[config.mk]
export PLATFORM = sky130hd
export DESIGN_NAME = segment_pool_allocator
export DESIGN_NICKNAME = d
export VERILOG_FILES = /design/src/hdl/spa_pkg.sv /design/src/hdl/spa_ram.sv /design/src/hdl/spa_ctrl.sv /design/src/hdl/spa_dpath.sv /design/src/hdl/segment_pool_allocator.sv
export SDC_FILE = /design/constraint.sdc
export NUM_CORES = 2
export LEC_CHECK = 0
export BUFFER_PORTS_ARGS = -buffer_cell sky130_fd_sc_hd__buf_2
export CELL_PAD_IN_SITES_DETAIL_PLACEMENT = 2
export CELL_PAD_IN_SITES_GLOBAL_PLACEMENT = 2
export CORE_UTILIZATION = 46
export CTS_CLUSTER_DIAMETER = 150
export DETAILED_ROUTE_END_ITERATION = 12
export PLACE_DENSITY = 0.85
export SETUP_SLACK_MARGIN = 0.02
export SLEW_MARGIN = 0
export SYNTH_ARGS = -nofsm -noshare
export SYNTH_HDL_FRONTEND = slang
export SYNTH_HIERARCHICAL = 1
export SYNTH_SLANG_ARGS = --single-unit
[constraint.sdc]
create_clock -name clk_i -period 9.1 [get_ports clk_i]
set_input_delay 0.455 -clock clk_i [delete_from_list [all_inputs] [get_ports clk_i]]
set_output_delay 0.455 -clock clk_i [all_outputs]
set_load 0.01 [all_outputs]
[src/hdl/spa_pkg.sv]
package spa_pkg;

  localparam int unsigned MaxSegments = 64;
  localparam int unsigned SplitMin    = 40;

  localparam int unsigned SizeW  = 25;
  localparam int unsigned NeedW  = 26;
  localparam int unsigned OffW   = 24;
  localparam int unsigned AlignW = 13;
  localparam int unsigned LiveW  = 7;
  localparam int unsigned AddrW  = 4;

  localparam logic [SizeW-1:0]  PoolReset  = SizeW'(1048576);
  localparam logic [SizeW-1:0]  PoolLimit  = SizeW'(16777216);
  localparam logic [AlignW-1:0] AlignReset = AlignW'(64);

  typedef enum logic [1:0] {
    KIND_ALLOC = 2'd0,
    KIND_FREE  = 2'd1,
    KIND_RESET = 2'd2,
    KIND_BAD   = 2'd3
  } kind_e;

  typedef enum logic [1:0] {
    ST_OK      = 2'd0,
    ST_INVALID = 2'd1,
    ST_NOMEM   = 2'd2
  } status_e;

  typedef enum logic [1:0] {
    FIT_FIRST = 2'd0,
    FIT_BEST  = 2'd1,
    FIT_WORST = 2'd2,
    FIT_NONE  = 2'd3
  } fit_e;

  typedef enum logic [1:0] {
    REG_FIT   = 2'd0,
    REG_POOL  = 2'd1,
    REG_ALIGN = 2'd2,
    REG_NONE  = 2'd3
  } reg_e;

  typedef struct packed {
    logic [1:0]        kind;
    logic [SizeW-1:0]  request_bytes;
    logic [AlignW-1:0] alignment;
    logic [OffW-1:0]   free_offset;
  } req_t;

  typedef struct packed {
    logic [1:0]       status;
    logic [OffW-1:0]  alloc_offset;
    logic [SizeW-1:0] used_bytes;
    logic [SizeW-1:0] available_bytes;
    logic [LiveW-1:0] live_allocations;
    logic [SizeW-1:0] peak_bytes;
  } res_t;

  typedef struct packed {
    logic             free;
    logic [SizeW-1:0] size;
  } seg_t;

  typedef enum logic [3:0] {
    S_INIT, S_IDLE, S_DISPATCH, S_SCAN, S_DECIDE, S_COPY_CHK, S_COPY_RD,
    S_COPY_WR, S_W_SPLIT, S_W_PICK, S_NEXT_RD, S_NEXT_WT, S_MERGE, S_RST, S_DONE
  } state_e;

  typedef struct packed {
    logic    init;
    logic    load;
    logic    scan;
    logic    decide;
    logic    copy_rd;
    logic    copy_wr;
    logic    w_split;
    logic    w_pick;
    logic    next_rd;
    logic    next_wt;
    logic    merge;
    logic    pool_rst;
    logic    done;
    status_e code;
  } cmd_t;

  typedef struct packed {
    logic [1:0] kind;
    logic       need_zero;
    logic       stop_hit;
    logic       scan_end;
    logic       found;
    logic       split_ok;
    logic       copy_more;
    logic       copy_up;
    logic       shift_nz;
  } stat_t;

endpackage

[src/hdl/spa_ram.sv]
module spa_ram #(
  parameter int unsigned Width = 8,
  parameter int unsigned Depth = 64
) (
  input  logic                     clk_i,
  input  logic                     we_i,
  input  logic [$clog2(Depth)-1:0] waddr_i,
  input  logic [Width-1:0]         wdata_i,
  input  logic [$clog2(Depth)-1:0] raddr_i,
  output logic [Width-1:0]         rdata_o
);

  logic [Width-1:0] mem [Depth];

  always_ff @(posedge clk_i) begin
    if (we_i) begin
      mem[waddr_i] <= wdata_i;
    end
    rdata_o <= mem[raddr_i];
  end

endmodule

[src/hdl/spa_ctrl.sv]
module spa_ctrl (
  input  logic           clk_i,
  input  logic           rst_ni,
  input  logic           start,
  input  spa_pkg::stat_t st_i,
  output spa_pkg::cmd_t  cmd_o,
  output logic           busy
);

  spa_pkg::state_e  state_q, state_d;
  spa_pkg::status_e code_q, code_d;

  always_ff @(posedge clk_i or negedge rst_ni) begin
    if (!rst_ni) begin
      state_q <= spa_pkg::S_INIT;
      code_q  <= spa_pkg::ST_OK;
    end else begin
      state_q <= state_d;
      code_q  <= code_d;
    end
  end

  always_comb begin
    state_d    = state_q;
    code_d     = code_q;
    cmd_o      = '0;
    cmd_o.code = code_q;
    busy       = (state_q != spa_pkg::S_IDLE);
    unique case (state_q)
      spa_pkg::S_INIT: begin
        cmd_o.init = 1'b1;
        state_d    = spa_pkg::S_IDLE;
      end
      spa_pkg::S_IDLE: begin
        if (start) begin
          cmd_o.load = 1'b1;
          code_d     = spa_pkg::ST_OK;
          state_d    = spa_pkg::S_DISPATCH;
        end
      end
      spa_pkg::S_DISPATCH: begin
        unique case (st_i.kind)
          spa_pkg::KIND_ALLOC: begin
            if (st_i.need_zero) begin
              code_d  = spa_pkg::ST_INVALID;
              state_d = spa_pkg::S_DONE;
            end else begin
              state_d = spa_pkg::S_SCAN;
            end
          end
          spa_pkg::KIND_FREE:  state_d = spa_pkg::S_SCAN;
          spa_pkg::KIND_RESET: state_d = spa_pkg::S_RST;
          default: begin
            code_d  = spa_pkg::ST_INVALID;
            state_d = spa_pkg::S_DONE;
          end
        endcase
      end
      spa_pkg::S_SCAN: begin
        cmd_o.scan = 1'b1;
        if (st_i.stop_hit || st_i.scan_end) begin
          state_d = spa_pkg::S_DECIDE;
        end
      end
      spa_pkg::S_DECIDE: begin
        cmd_o.decide = 1'b1;
        if (!st_i.found) begin
          code_d  = (st_i.kind == spa_pkg::KIND_ALLOC) ? spa_pkg::ST_NOMEM
                                                        : spa_pkg::ST_INVALID;
          state_d = spa_pkg::S_DONE;
        end else if (st_i.kind != spa_pkg::KIND_ALLOC) begin
          state_d = spa_pkg::S_NEXT_RD;
        end else if (st_i.split_ok) begin
          state_d = spa_pkg::S_COPY_CHK;
        end else begin
          state_d = spa_pkg::S_W_PICK;
        end
      end
      spa_pkg::S_COPY_CHK: begin
        if (st_i.copy_more) begin
          state_d = spa_pkg::S_COPY_RD;
        end else if (st_i.copy_up) begin
          state_d = spa_pkg::S_W_SPLIT;
        end else begin
          state_d = spa_pkg::S_DONE;
        end
      end
      spa_pkg::S_COPY_RD: begin
        cmd_o.copy_rd = 1'b1;
        state_d       = spa_pkg::S_COPY_WR;
      end
      spa_pkg::S_COPY_WR: begin
        cmd_o.copy_wr = 1'b1;
        state_d       = spa_pkg::S_COPY_CHK;
      end
      spa_pkg::S_W_SPLIT: begin
        cmd_o.w_split = 1'b1;
        state_d       = spa_pkg::S_W_PICK;
      end
      spa_pkg::S_W_PICK: begin
        cmd_o.w_pick = 1'b1;
        state_d      = spa_pkg::S_DONE;
      end
      spa_pkg::S_NEXT_RD: begin
        cmd_o.next_rd = 1'b1;
        state_d       = spa_pkg::S_NEXT_WT;
      end
      spa_pkg::S_NEXT_WT: begin
        cmd_o.next_wt = 1'b1;
        state_d       = spa_pkg::S_MERGE;
      end
      spa_pkg::S_MERGE: begin
        cmd_o.merge = 1'b1;
        state_d     = st_i.shift_nz ? spa_pkg::S_COPY_CHK : spa_pkg::S_DONE;
      end
      spa_pkg::S_RST: begin
        cmd_o.pool_rst = 1'b1;
        state_d        = spa_pkg::S_DONE;
      end
      spa_pkg::S_DONE: begin
        cmd_o.done = 1'b1;
        state_d    = spa_pkg::S_IDLE;
      end
      default: state_d = spa_pkg::S_IDLE;
    endcase
  end

endmodule

[src/hdl/spa_dpath.sv]
module spa_dpath #(
  parameter int unsigned MAX_SEGMENTS = spa_pkg::MaxSegments,
  parameter int unsigned SPLIT_MIN    = spa_pkg::SplitMin
) (
  input  logic                        clk_i,
  input  logic                        rst_ni,
  input  spa_pkg::req_t               req_i,
  input  logic [1:0]                  fit_i,
  input  logic [spa_pkg::SizeW-1:0]   pool_cfg_i,
  input  logic [spa_pkg::AlignW-1:0]  align_cfg_i,
  input  spa_pkg::cmd_t               cmd_i,
  output spa_pkg::stat_t              st_o,
  output spa_pkg::res_t               res_o,
  output logic                        res_valid_o
);

  localparam int unsigned CW = $clog2(MAX_SEGMENTS + 1);
  localparam int unsigned AW = $clog2(MAX_SEGMENTS);
  localparam int unsigned SW = spa_pkg::SizeW;
  localparam int unsigned NW = spa_pkg::NeedW;
  localparam logic [NW:0] SplitK = (NW+1)'(SPLIT_MIN);
  localparam logic [CW-1:0] MaxK = CW'(MAX_SEGMENTS);

  logic [1:0]    kind_q;
  logic [NW-1:0] need_q;
  logic [spa_pkg::OffW-1:0] target_q;
  logic [CW-1:0] count_q, live_q, scan_q, chk_idx_q, pick_q, src_q, dst_q, lim_q;
  logic [SW-1:0] used_q, peak_q, pool_q, cur_q, pick_sz_q, pick_off_q, mark_q;
  logic [SW-1:0] prev_sz_q, nxt_sz_q;
  logic          chk_v_q, found_q, prev_free_q, nxt_free_q, has_next_q, split_q, up_q;
  spa_pkg::res_t res_q;
  logic          res_v_q;

  logic                 ram_we;
  logic [AW-1:0]        ram_waddr, ram_raddr;
  spa_pkg::seg_t        ram_wdata, ent;
  logic [$bits(spa_pkg::seg_t)-1:0] ram_rdata;

  logic [spa_pkg::AlignW-1:0] align_eff;
  logic [NW-1:0] align_m1, need_c;
  logic          fits, take, match, is_alloc, hit, split_ok;
  logic [SW-1:0] pool_new, granted, used_add;
  logic [CW-1:0] pick_p1, pick_p2, pick_m1;

  spa_ram #(.Width($bits(spa_pkg::seg_t)), .Depth(MAX_SEGMENTS)) u_ram (
    .clk_i   (clk_i),
    .we_i    (ram_we),
    .waddr_i (ram_waddr),
    .wdata_i (ram_wdata),
    .raddr_i (ram_raddr),
    .rdata_o (ram_rdata)
  );

  always_comb begin
    ent       = spa_pkg::seg_t'(ram_rdata);
    align_eff = (req_i.alignment != '0) ? req_i.alignment : align_cfg_i;
    if (align_eff == '0) begin
      align_eff = spa_pkg::AlignW'(1);
    end
    align_m1 = NW'(align_eff) - NW'(1);
    need_c   = ({1'b0, req_i.request_bytes} + align_m1) & ~align_m1;

    is_alloc = (kind_q == spa_pkg::KIND_ALLOC);
    fits     = ent.free && ({1'b0, ent.size} >= need_q);
    unique case (fit_i)
      spa_pkg::FIT_FIRST: take = fits;
      spa_pkg::FIT_BEST:  take = fits && (!found_q || ent.size < mark_q);
      spa_pkg::FIT_WORST: take = fits && (ent.size > mark_q);
      default:            take = 1'b0;
    endcase
    match = (cur_q == {1'b0, target_q}) && !ent.free;
    hit   = chk_v_q && (is_alloc ? take : match);

    split_ok = ({2'b00, pick_sz_q} > ({1'b0, need_q} + SplitK)) && (count_q < MaxK);
    pick_p1  = pick_q + CW'(1);
    pick_p2  = pick_q + CW'(2);
    pick_m1  = pick_q - CW'(1);

    if (pool_cfg_i == '0) begin
      pool_new = SW'(1);
    end else if (pool_cfg_i > spa_pkg::PoolLimit) begin
      pool_new = spa_pkg::PoolLimit;
    end else begin
      pool_new = pool_cfg_i;
    end
    granted  = split_q ? need_q[SW-1:0] : pick_sz_q;
    used_add = used_q + granted;

    st_o.kind      = kind_q;
    st_o.need_zero = (need_q == '0);
    st_o.stop_hit  = chk_v_q && (is_alloc ? (take && fit_i == spa_pkg::FIT_FIRST) : match);
    st_o.scan_end  = chk_v_q && (chk_idx_q == count_q - CW'(1));
    st_o.found     = found_q;
    st_o.split_ok  = split_ok;
    st_o.copy_more = up_q ? (dst_q > lim_q) : (src_q < lim_q);
    st_o.copy_up   = up_q;
    st_o.shift_nz  = prev_free_q | nxt_free_q;
  end

  // Read port: scan pointer, copy source or the entry after the pick.
  always_comb begin
    priority if (cmd_i.copy_rd) begin
      ram_raddr = src_q[AW-1:0];
    end else if (cmd_i.next_rd) begin
      ram_raddr = pick_p1[AW-1:0];
    end else begin
      ram_raddr = scan_q[AW-1:0];
    end
  end

  always_comb begin
    ram_we    = 1'b0;
    ram_waddr = pick_q[AW-1:0];
    ram_wdata = '{free: 1'b1, size: pick_sz_q};
    priority if (cmd_i.init) begin
      ram_we    = 1'b1;
      ram_waddr = '0;
      ram_wdata = '{free: 1'b1, size: pool_q};
    end else if (cmd_i.pool_rst) begin
      ram_we    = 1'b1;
      ram_waddr = '0;
      ram_wdata = '{free: 1'b1, size: pool_new};
    end else if (cmd_i.copy_wr) begin
      ram_we    = 1'b1;
      ram_waddr = dst_q[AW-1:0];
      ram_wdata = ent;
    end else if (cmd_i.w_split) begin
      ram_we    = 1'b1;
      ram_waddr = pick_p1[AW-1:0];
      ram_wdata = '{free: 1'b1, size: pick_sz_q - need_q[SW-1:0]};
    end else if (cmd_i.w_pick) begin
      ram_we    = 1'b1;
      ram_wdata = '{free: 1'b0, size: granted};
    end else if (cmd_i.merge) begin
      ram_we = 1'b1;
      unique case ({prev_free_q, nxt_free_q})
        2'b11: begin
          ram_waddr = pick_m1[AW-1:0];
          ram_wdata = '{free: 1'b1, size: prev_sz_q + pick_sz_q + nxt_sz_q};
        end
        2'b10: begin
          ram_waddr = pick_m1[AW-1:0];
          ram_wdata = '{free: 1'b1, size: prev_sz_q + pick_sz_q};
        end
        2'b01: ram_wdata = '{free: 1'b1, size: pick_sz_q + nxt_sz_q};
        default: ram_wdata = '{free: 1'b1, size: pick_sz_q};
      endcase
    end else begin
      ram_we = 1'b0;
    end
  end

  always_ff @(posedge clk_i or negedge rst_ni) begin
    if (!rst_ni) begin
      kind_q      <= '0;
      need_q      <= '0;
      target_q    <= '0;
      count_q     <= CW'(1);
      live_q      <= '0;
      used_q      <= '0;
      peak_q      <= '0;
      pool_q      <= spa_pkg::PoolReset;
      scan_q      <= '0;
      chk_v_q     <= 1'b0;
      chk_idx_q   <= '0;
      cur_q       <= '0;
      found_q     <= 1'b0;
      pick_q      <= '0;
      pick_sz_q   <= '0;
      pick_off_q  <= '0;
      mark_q      <= '0;
      prev_free_q <= 1'b0;
      prev_sz_q   <= '0;
      nxt_free_q  <= 1'b0;
      nxt_sz_q    <= '0;
      has_next_q  <= 1'b0;
      split_q     <= 1'b0;
      up_q        <= 1'b0;
      src_q       <= '0;
      dst_q       <= '0;
      lim_q       <= '0;
      res_q       <= '0;
      res_v_q     <= 1'b0;
    end else begin
      res_v_q <= 1'b0;
      if (cmd_i.load) begin
        kind_q      <= req_i.kind;
        need_q      <= need_c;
        target_q    <= req_i.free_offset;
        scan_q      <= '0;
        chk_v_q     <= 1'b0;
        cur_q       <= '0;
        found_q     <= 1'b0;
        mark_q      <= '0;
        prev_free_q <= 1'b0;
        nxt_free_q  <= 1'b0;
        split_q     <= 1'b0;
        up_q        <= 1'b0;
        src_q       <= '0;
        lim_q       <= '0;
      end
      if (cmd_i.scan) begin
        if (scan_q < count_q) begin
          chk_v_q   <= 1'b1;
          chk_idx_q <= scan_q;
          scan_q    <= scan_q + CW'(1);
        end else begin
          chk_v_q <= 1'b0;
        end
        if (chk_v_q) begin
          cur_q <= cur_q + ent.size;
          if (hit) begin
            found_q    <= 1'b1;
            pick_q     <= chk_idx_q;
            pick_sz_q  <= ent.size;
            pick_off_q <= cur_q;
            mark_q     <= ent.size;
          end
          if (!is_alloc && !match) begin
            prev_free_q <= ent.free;
            prev_sz_q   <= ent.size;
          end
        end
      end
      if (cmd_i.decide) begin
        split_q <= split_ok && found_q && is_alloc;
        if (split_ok && found_q && is_alloc) begin
          up_q  <= 1'b1;
          dst_q <= count_q;
          src_q <= count_q - CW'(1);
          lim_q <= pick_p1;
        end
      end
      if (cmd_i.copy_wr) begin
        if (up_q) begin
          dst_q <= dst_q - CW'(1);
          src_q <= src_q - CW'(1);
        end else begin
          dst_q <= dst_q + CW'(1);
          src_q <= src_q + CW'(1);
        end
      end
      if (cmd_i.w_pick) begin
        used_q  <= used_add;
        live_q  <= live_q + CW'(1);
        count_q <= count_q + CW'(split_q);
        if (used_add > peak_q) begin
          peak_q <= used_add;
        end
      end
      if (cmd_i.next_rd) begin
        has_next_q <= (pick_p1 < count_q);
      end
      if (cmd_i.next_wt) begin
        nxt_free_q <= has_next_q && ent.free;
        nxt_sz_q   <= ent.size;
      end
      if (cmd_i.merge) begin
        used_q <= used_q - pick_sz_q;
        live_q <= live_q - CW'(1);
        up_q   <= 1'b0;
        lim_q  <= count_q;
        unique case ({prev_free_q, nxt_free_q})
          2'b11: begin
            dst_q   <= pick_q;
            src_q   <= pick_p2;
            count_q <= count_q - CW'(2);
          end
          2'b10: begin
            dst_q   <= pick_q;
            src_q   <= pick_p1;
            count_q <= count_q - CW'(1);
          end
          2'b01: begin
            dst_q   <= pick_p1;
            src_q   <= pick_p2;
            count_q <= count_q - CW'(1);
          end
          default: begin
            dst_q <= pick_q;
            src_q <= pick_q;
          end
        endcase
      end
      if (cmd_i.pool_rst) begin
        pool_q  <= pool_new;
        used_q  <= '0;
        live_q  <= '0;
        count_q <= CW'(1);
      end
      if (cmd_i.done) begin
        res_v_q                <= 1'b1;
        res_q.status           <= cmd_i.code;
        res_q.alloc_offset     <= (cmd_i.code == spa_pkg::ST_OK && is_alloc)
                                  ? pick_off_q[spa_pkg::OffW-1:0] : '0;
        res_q.used_bytes       <= used_q;
        res_q.available_bytes  <= pool_q - used_q;
        res_q.live_allocations <= spa_pkg::LiveW'(live_q);
        res_q.peak_bytes       <= peak_q;
      end
    end
  end

  assign res_o       = res_q;
  assign res_valid_o = res_v_q;

endmodule

[src/hdl/segment_pool_allocator.sv]
// Channel   Ports                                Handshake
// request   start, busy, req_i                  taken when start is high and busy is low
// result    res_valid_o, res_o                  shown for one cycle, no backpressure
// config    psel, penable, pwrite, paddr,       APB, written in the access phase,
//           pwdata, prdata, pready              pready tied high
//
// Per request: allocate or free scans the segment table one entry a cycle,
// then moves table entries one at a time through the RAM, reading each and
// then writing it back; a split or merge near the table head moves the most
// entries. The result strobe comes in the first cycle with busy low. After
// reset the block is busy while it writes table entry zero. The receiver
// cannot stall; configuration must be written only while idle, which the
// block itself does not enforce.
module segment_pool_allocator #(
  parameter int unsigned MAX_SEGMENTS = spa_pkg::MaxSegments,
  parameter int unsigned SPLIT_MIN    = spa_pkg::SplitMin
) (
  input  logic                        clk_i,
  input  logic                        rst_ni,
  input  logic                        start,
  output logic                        busy,
  input  spa_pkg::req_t               req_i,
  output logic                        res_valid_o,
  output spa_pkg::res_t               res_o,
  input  logic                        psel,
  input  logic                        penable,
  input  logic                        pwrite,
  input  logic [spa_pkg::AddrW-1:0]   paddr,
  input  logic [31:0]                 pwdata,
  output logic [31:0]                 prdata,
  output logic                        pready
);

  logic [1:0]                 fit_q;
  logic [spa_pkg::SizeW-1:0]  pool_cfg_q;
  logic [spa_pkg::AlignW-1:0] align_q;
  logic                       cfg_we;
  spa_pkg::reg_e              reg_sel;
  spa_pkg::cmd_t              cmd;
  spa_pkg::stat_t             stat;

  assign pready  = 1'b1;
  assign reg_sel = spa_pkg::reg_e'(paddr[3:2]);
  // Commit a write in the access phase.
  assign cfg_we  = psel && penable && pwrite && pready;

  always_ff @(posedge clk_i or negedge rst_ni) begin
    if (!rst_ni) begin
      fit_q      <= spa_pkg::FIT_FIRST;
      pool_cfg_q <= spa_pkg::PoolReset;
      align_q    <= spa_pkg::AlignReset;
    end else if (cfg_we) begin
      unique case (reg_sel)
        spa_pkg::REG_FIT:   fit_q      <= pwdata[1:0];
        spa_pkg::REG_POOL:  pool_cfg_q <= pwdata[spa_pkg::SizeW-1:0];
        spa_pkg::REG_ALIGN: align_q    <= pwdata[spa_pkg::AlignW-1:0];
        default: ;
      endcase
    end
  end

  always_comb begin
    unique case (reg_sel)
      spa_pkg::REG_FIT:   prdata = 32'(fit_q);
      spa_pkg::REG_POOL:  prdata = 32'(pool_cfg_q);
      spa_pkg::REG_ALIGN: prdata = 32'(align_q);
      default:            prdata = '0;
    endcase
  end

  // Sequence the request: scan, move entries, write back, report.
  spa_ctrl u_ctrl (
    .clk_i  (clk_i),
    .rst_ni (rst_ni),
    .start  (start),
    .st_i   (stat),
    .cmd_o  (cmd),
    .busy   (busy)
  );

  // Hold the segment table, counters and result register.
  spa_dpath #(
    .MAX_SEGMENTS (MAX_SEGMENTS),
    .SPLIT_MIN    (SPLIT_MIN)
  ) u_dpath (
    .clk_i       (clk_i),
    .rst_ni      (rst_ni),
    .req_i       (req_i),
    .fit_i       (fit_q),
    .pool_cfg_i  (pool_cfg_q),
    .align_cfg_i (align_q),
    .cmd_i       (cmd),
    .st_o        (stat),
    .res_o       (res_o),
    .res_valid_o (res_valid_o)
  );

endmodule

==> flow_summary.json <==
{
  "core_sq_mm": 0.218,
  "global_route_wire_length_before_repair_mm": 579,
  "drc": 0,
  "final_max_slew_viol_count": 0,
  "async_reset_ff_share_pct": 22.6,
  "drtIter0Drc": 7708,
  "worst-endpoint-required_ns": 9.61,
  "fin_tns_setup_ns": 0,
  "outcome": "completed",
  "slew_headroom_pct": 5.79,
  "count_of_h_tree_levels_built_during_cts": 4,
  "startpoint_type": "register",
  "nets": 7716,
  "first_global_vias": 74400,
  "cts_inserted_buffers": 228,
  "cts_tree": "yes",
  "finalWorstPathRequiredPeriod_ns": 6.99,
  "synthMostInstantiatedCell": "edfxtp_1",
  "hold-worst-slack_ns": 0.0606,
  "synth_top_cells_by_area": "edfxtp_1 49%, dfrtp_1 12%, mux4_2 8.1%",
  "wire_per_inst_um": 40.1,
  "ir_drop_v": 0.000389,
  "detailed_place_hpwl_mm": 256,
  "yosysTopAreaCell": "edfxtp_1",
  "syn_area_sq_mm": 0.101,
  "worst_hold_path_type": "in -> reg",
  "worstPathMaxFanout": 27,
  "worst_clock_skew_ns": 0.106,
  "gate_count_of_the_mapped_netlist": 6857,
  "worst_pin_slew_ns": 1.40,
  "arrival_ns": 7.50,
  "cp-end-kind": "register",
  "avgSynthCellArea_sq_um": 14.8,
  "post_cts_resize_count": 0,
  "count_of_flip_flops_with_a_built_in_enable_after_synthesis": 1664,
  "gp_routability_congestion": 0.928,
  "fp.dieH_um": 471,
  "cap_viol_max_count": 0,
  "share_of_final_layout_standard_cells_stronger_than_drive_strength_1_pct": 21.5,
  "rsz0062_at_grt": "no",
  "cellPowerDensity_mw_per_mm2": 417,
  "yosysUniqueCellTypes": 111,
  "initial_core_util_pct": 46.4,
  "postSynthRegisterBits": 2184,
  "power_leakage_nw": 42.2,
  "maxClockFrequency_ghz": 0.143,
  "cts.path.max_buffers": 3,
  "avgViaCountPerCell": 6.70,
  "buffer_cell_driving_the_clock_tree_root": "clkbuf_16",
  "synth_top_area_share_pct": 49.4,
  "dominantRegCellSynth": "edfxtp_1",
  "number_of_antenna_violations_at_the_first_check_in_global_routing": 30,
  "drt-total-wl_mm": 414,
  "maximum_number_of_pins_on_one_net_before_global_route_repair": 146,
  "ys_top_cells_by_count": "1,664 x edfxtp_1, 490 x dfrtp_1, 362 x mux4_2, 355 x ha_1, 344 x o21ai_0",
  "overflow": 0,
  "groute.usage.overall_pct": 36.9,
  "die_w_um": 471,
  "synth_warnings": 6,
  "synthToLayoutAreaGrowth_pct": 13.4,
  "n_fill_cell": 19800,
  "cts.sinks": 2184,
  "crit_type": "reg -> reg",
  "final_antenna_net_count": 0,
  "finalSetupViolCount": 0,
  "final_hold_viol_count": 0,
  "num_rows": 171,
  "io_buffer_count": 231,
  "route.vias.total": 69100,
  "synth-seq-area-share_pct": 62.1,
  "first_pass_iters": 5,
  "die_area_sq_mm": 0.222,
  "pin_count": 249,
  "worstSkewPairLatency_ns": 0.92,
  "clkTransAtPathRegs_ns": 0.06,
  "timing.final.crit_share_pct": 76.8
}
## sequential cells by signal, summed over array words and instances (netlist names), 26 cells and up
| register | flops |
|---|---|
| u_dpath/u_ram/mem | 1664 |
| u_dpath/res_o | 108 |
| u_dpath/need_q | 26 |
| u_dpath/u_ram/rdata_o | 26 |
## power by group
part / switching (mW) / total (mW) / internal [mW]
Sequential: 1.43 / 15.8 / 14.4
Clock: 4.50 / 10.0 / 5.52
Combinational: 14.7 / 22.0 / 7.29
## per-stage QoR
step / util (%) / cells / instance area [sq um] / worst slack [ns] / power (mW)
after global routing: 52.7 / 10300 / 115000 / 2.02 / 49.1
after CTS: 52.6 / 10300 / 115000 / 2.38 / 47.4
after detailed placement: 48.8 / 9814 / 106000 / 2.33 / 36.8
after floorplan: - / 6874 / 101000 / 1.84 / 28.3
final: 52.7 / 10300 / 115000 / 2.11 / 47.8
after global placement: 48.8 / 9814 / 106000 / 2.80 / 34.7
## cells by family after synthesis
family / synth area share, %
flip-flops: 62.1
AO/OA/AOI/OAI: 8.80
AND/OR/NAND/NOR: 5.39
multiplexers: 14.1
buffers and inverters: 2.69
adder cells (fa/ha/maj): 4.62
XOR/XNOR: 2.30
other: 0.0111
## worst paths after layout
check	startpoint	end	slack, ns	cells past startpoint
setup / recovery	u_ctrl/state_q[2]	u_dpath/u_ram/mem[27][5]	2.11	15
hold / removal	req_i[24]	u_dpath/need_q[0]	0.06	3
setup reg to reg	u_ctrl/state_q[2]	u_dpath/u_ram/mem[27][5]	2.11	15
hold reg to reg	u_dpath/pick_off_q[22]	u_dpath/res_o[104]	0.49	1
max in group asynchronous	rst_ni	u_dpath/pool_q[6]	6.57	4
min in group asynchronous	rst_ni	u_dpath/res_o[102]	0.24	2
## layer usage
layer  routed length (um)  GRT usage [%]  up-vias
met5                   79              0        -
met4                30900           23.2       12
met3                29000           6.11     1275
met2               205000           62.9     3812
met1               148000           43.5    36700
li1                     -              -    27400
## timing repair
action                                 in CTS  in global routing
buffers inserted                            0                  0
endpoints found under the hold margin     159                  0
hold buffers                               53                  0
## cells in the final DEF (no fill, tap or decap), types with 114 or more instances in the layout
master / count
a21oi_1: 257
buf_2: 230
buf_4: 187
clkbuf_16: 229
dfrtp_1: 490
edfxtp_1: 1664
ha_1: 355
inv_1: 271
mux2_2: 286
mux2i_1: 270
mux4_2: 362
nand2_1: 295
nand3_1: 114
nor2_1: 248
o21ai_0: 330
xnor2_1: 164
## critical path: stages (launching register included)
cell	delay [ns]
dfrtp_1	0.66
inv_1	0.18
nand2_1	0.26
nor2_4	0.06
buf_4	0.25
nor3_1	0.84
nand2_1	0.15
nor4_1	0.26
a21oi_1	0.10
xor2_1	0.17
nor2_1	0.12
a21oi_1	0.06
nor2_1	0.98
nand3b_1	0.74
nor2_2	1.23
buf_4	0.52
## area by class of cell
cell class	count	area, sq um	share of cell area (%)
multi-input cells	4074	36100	31.5
inverters	276	1040	0.903
clock inverters	136	1630	1.42
well taps	2854	3570	3.11
repair buffers	480	3290	2.87
clock buffers	293	6150	5.36
flip-flops and latches	2184	62900	54.8
diodes	12	30.0	0.0262
Note: power is estimated with default switching activity, not from simulation.
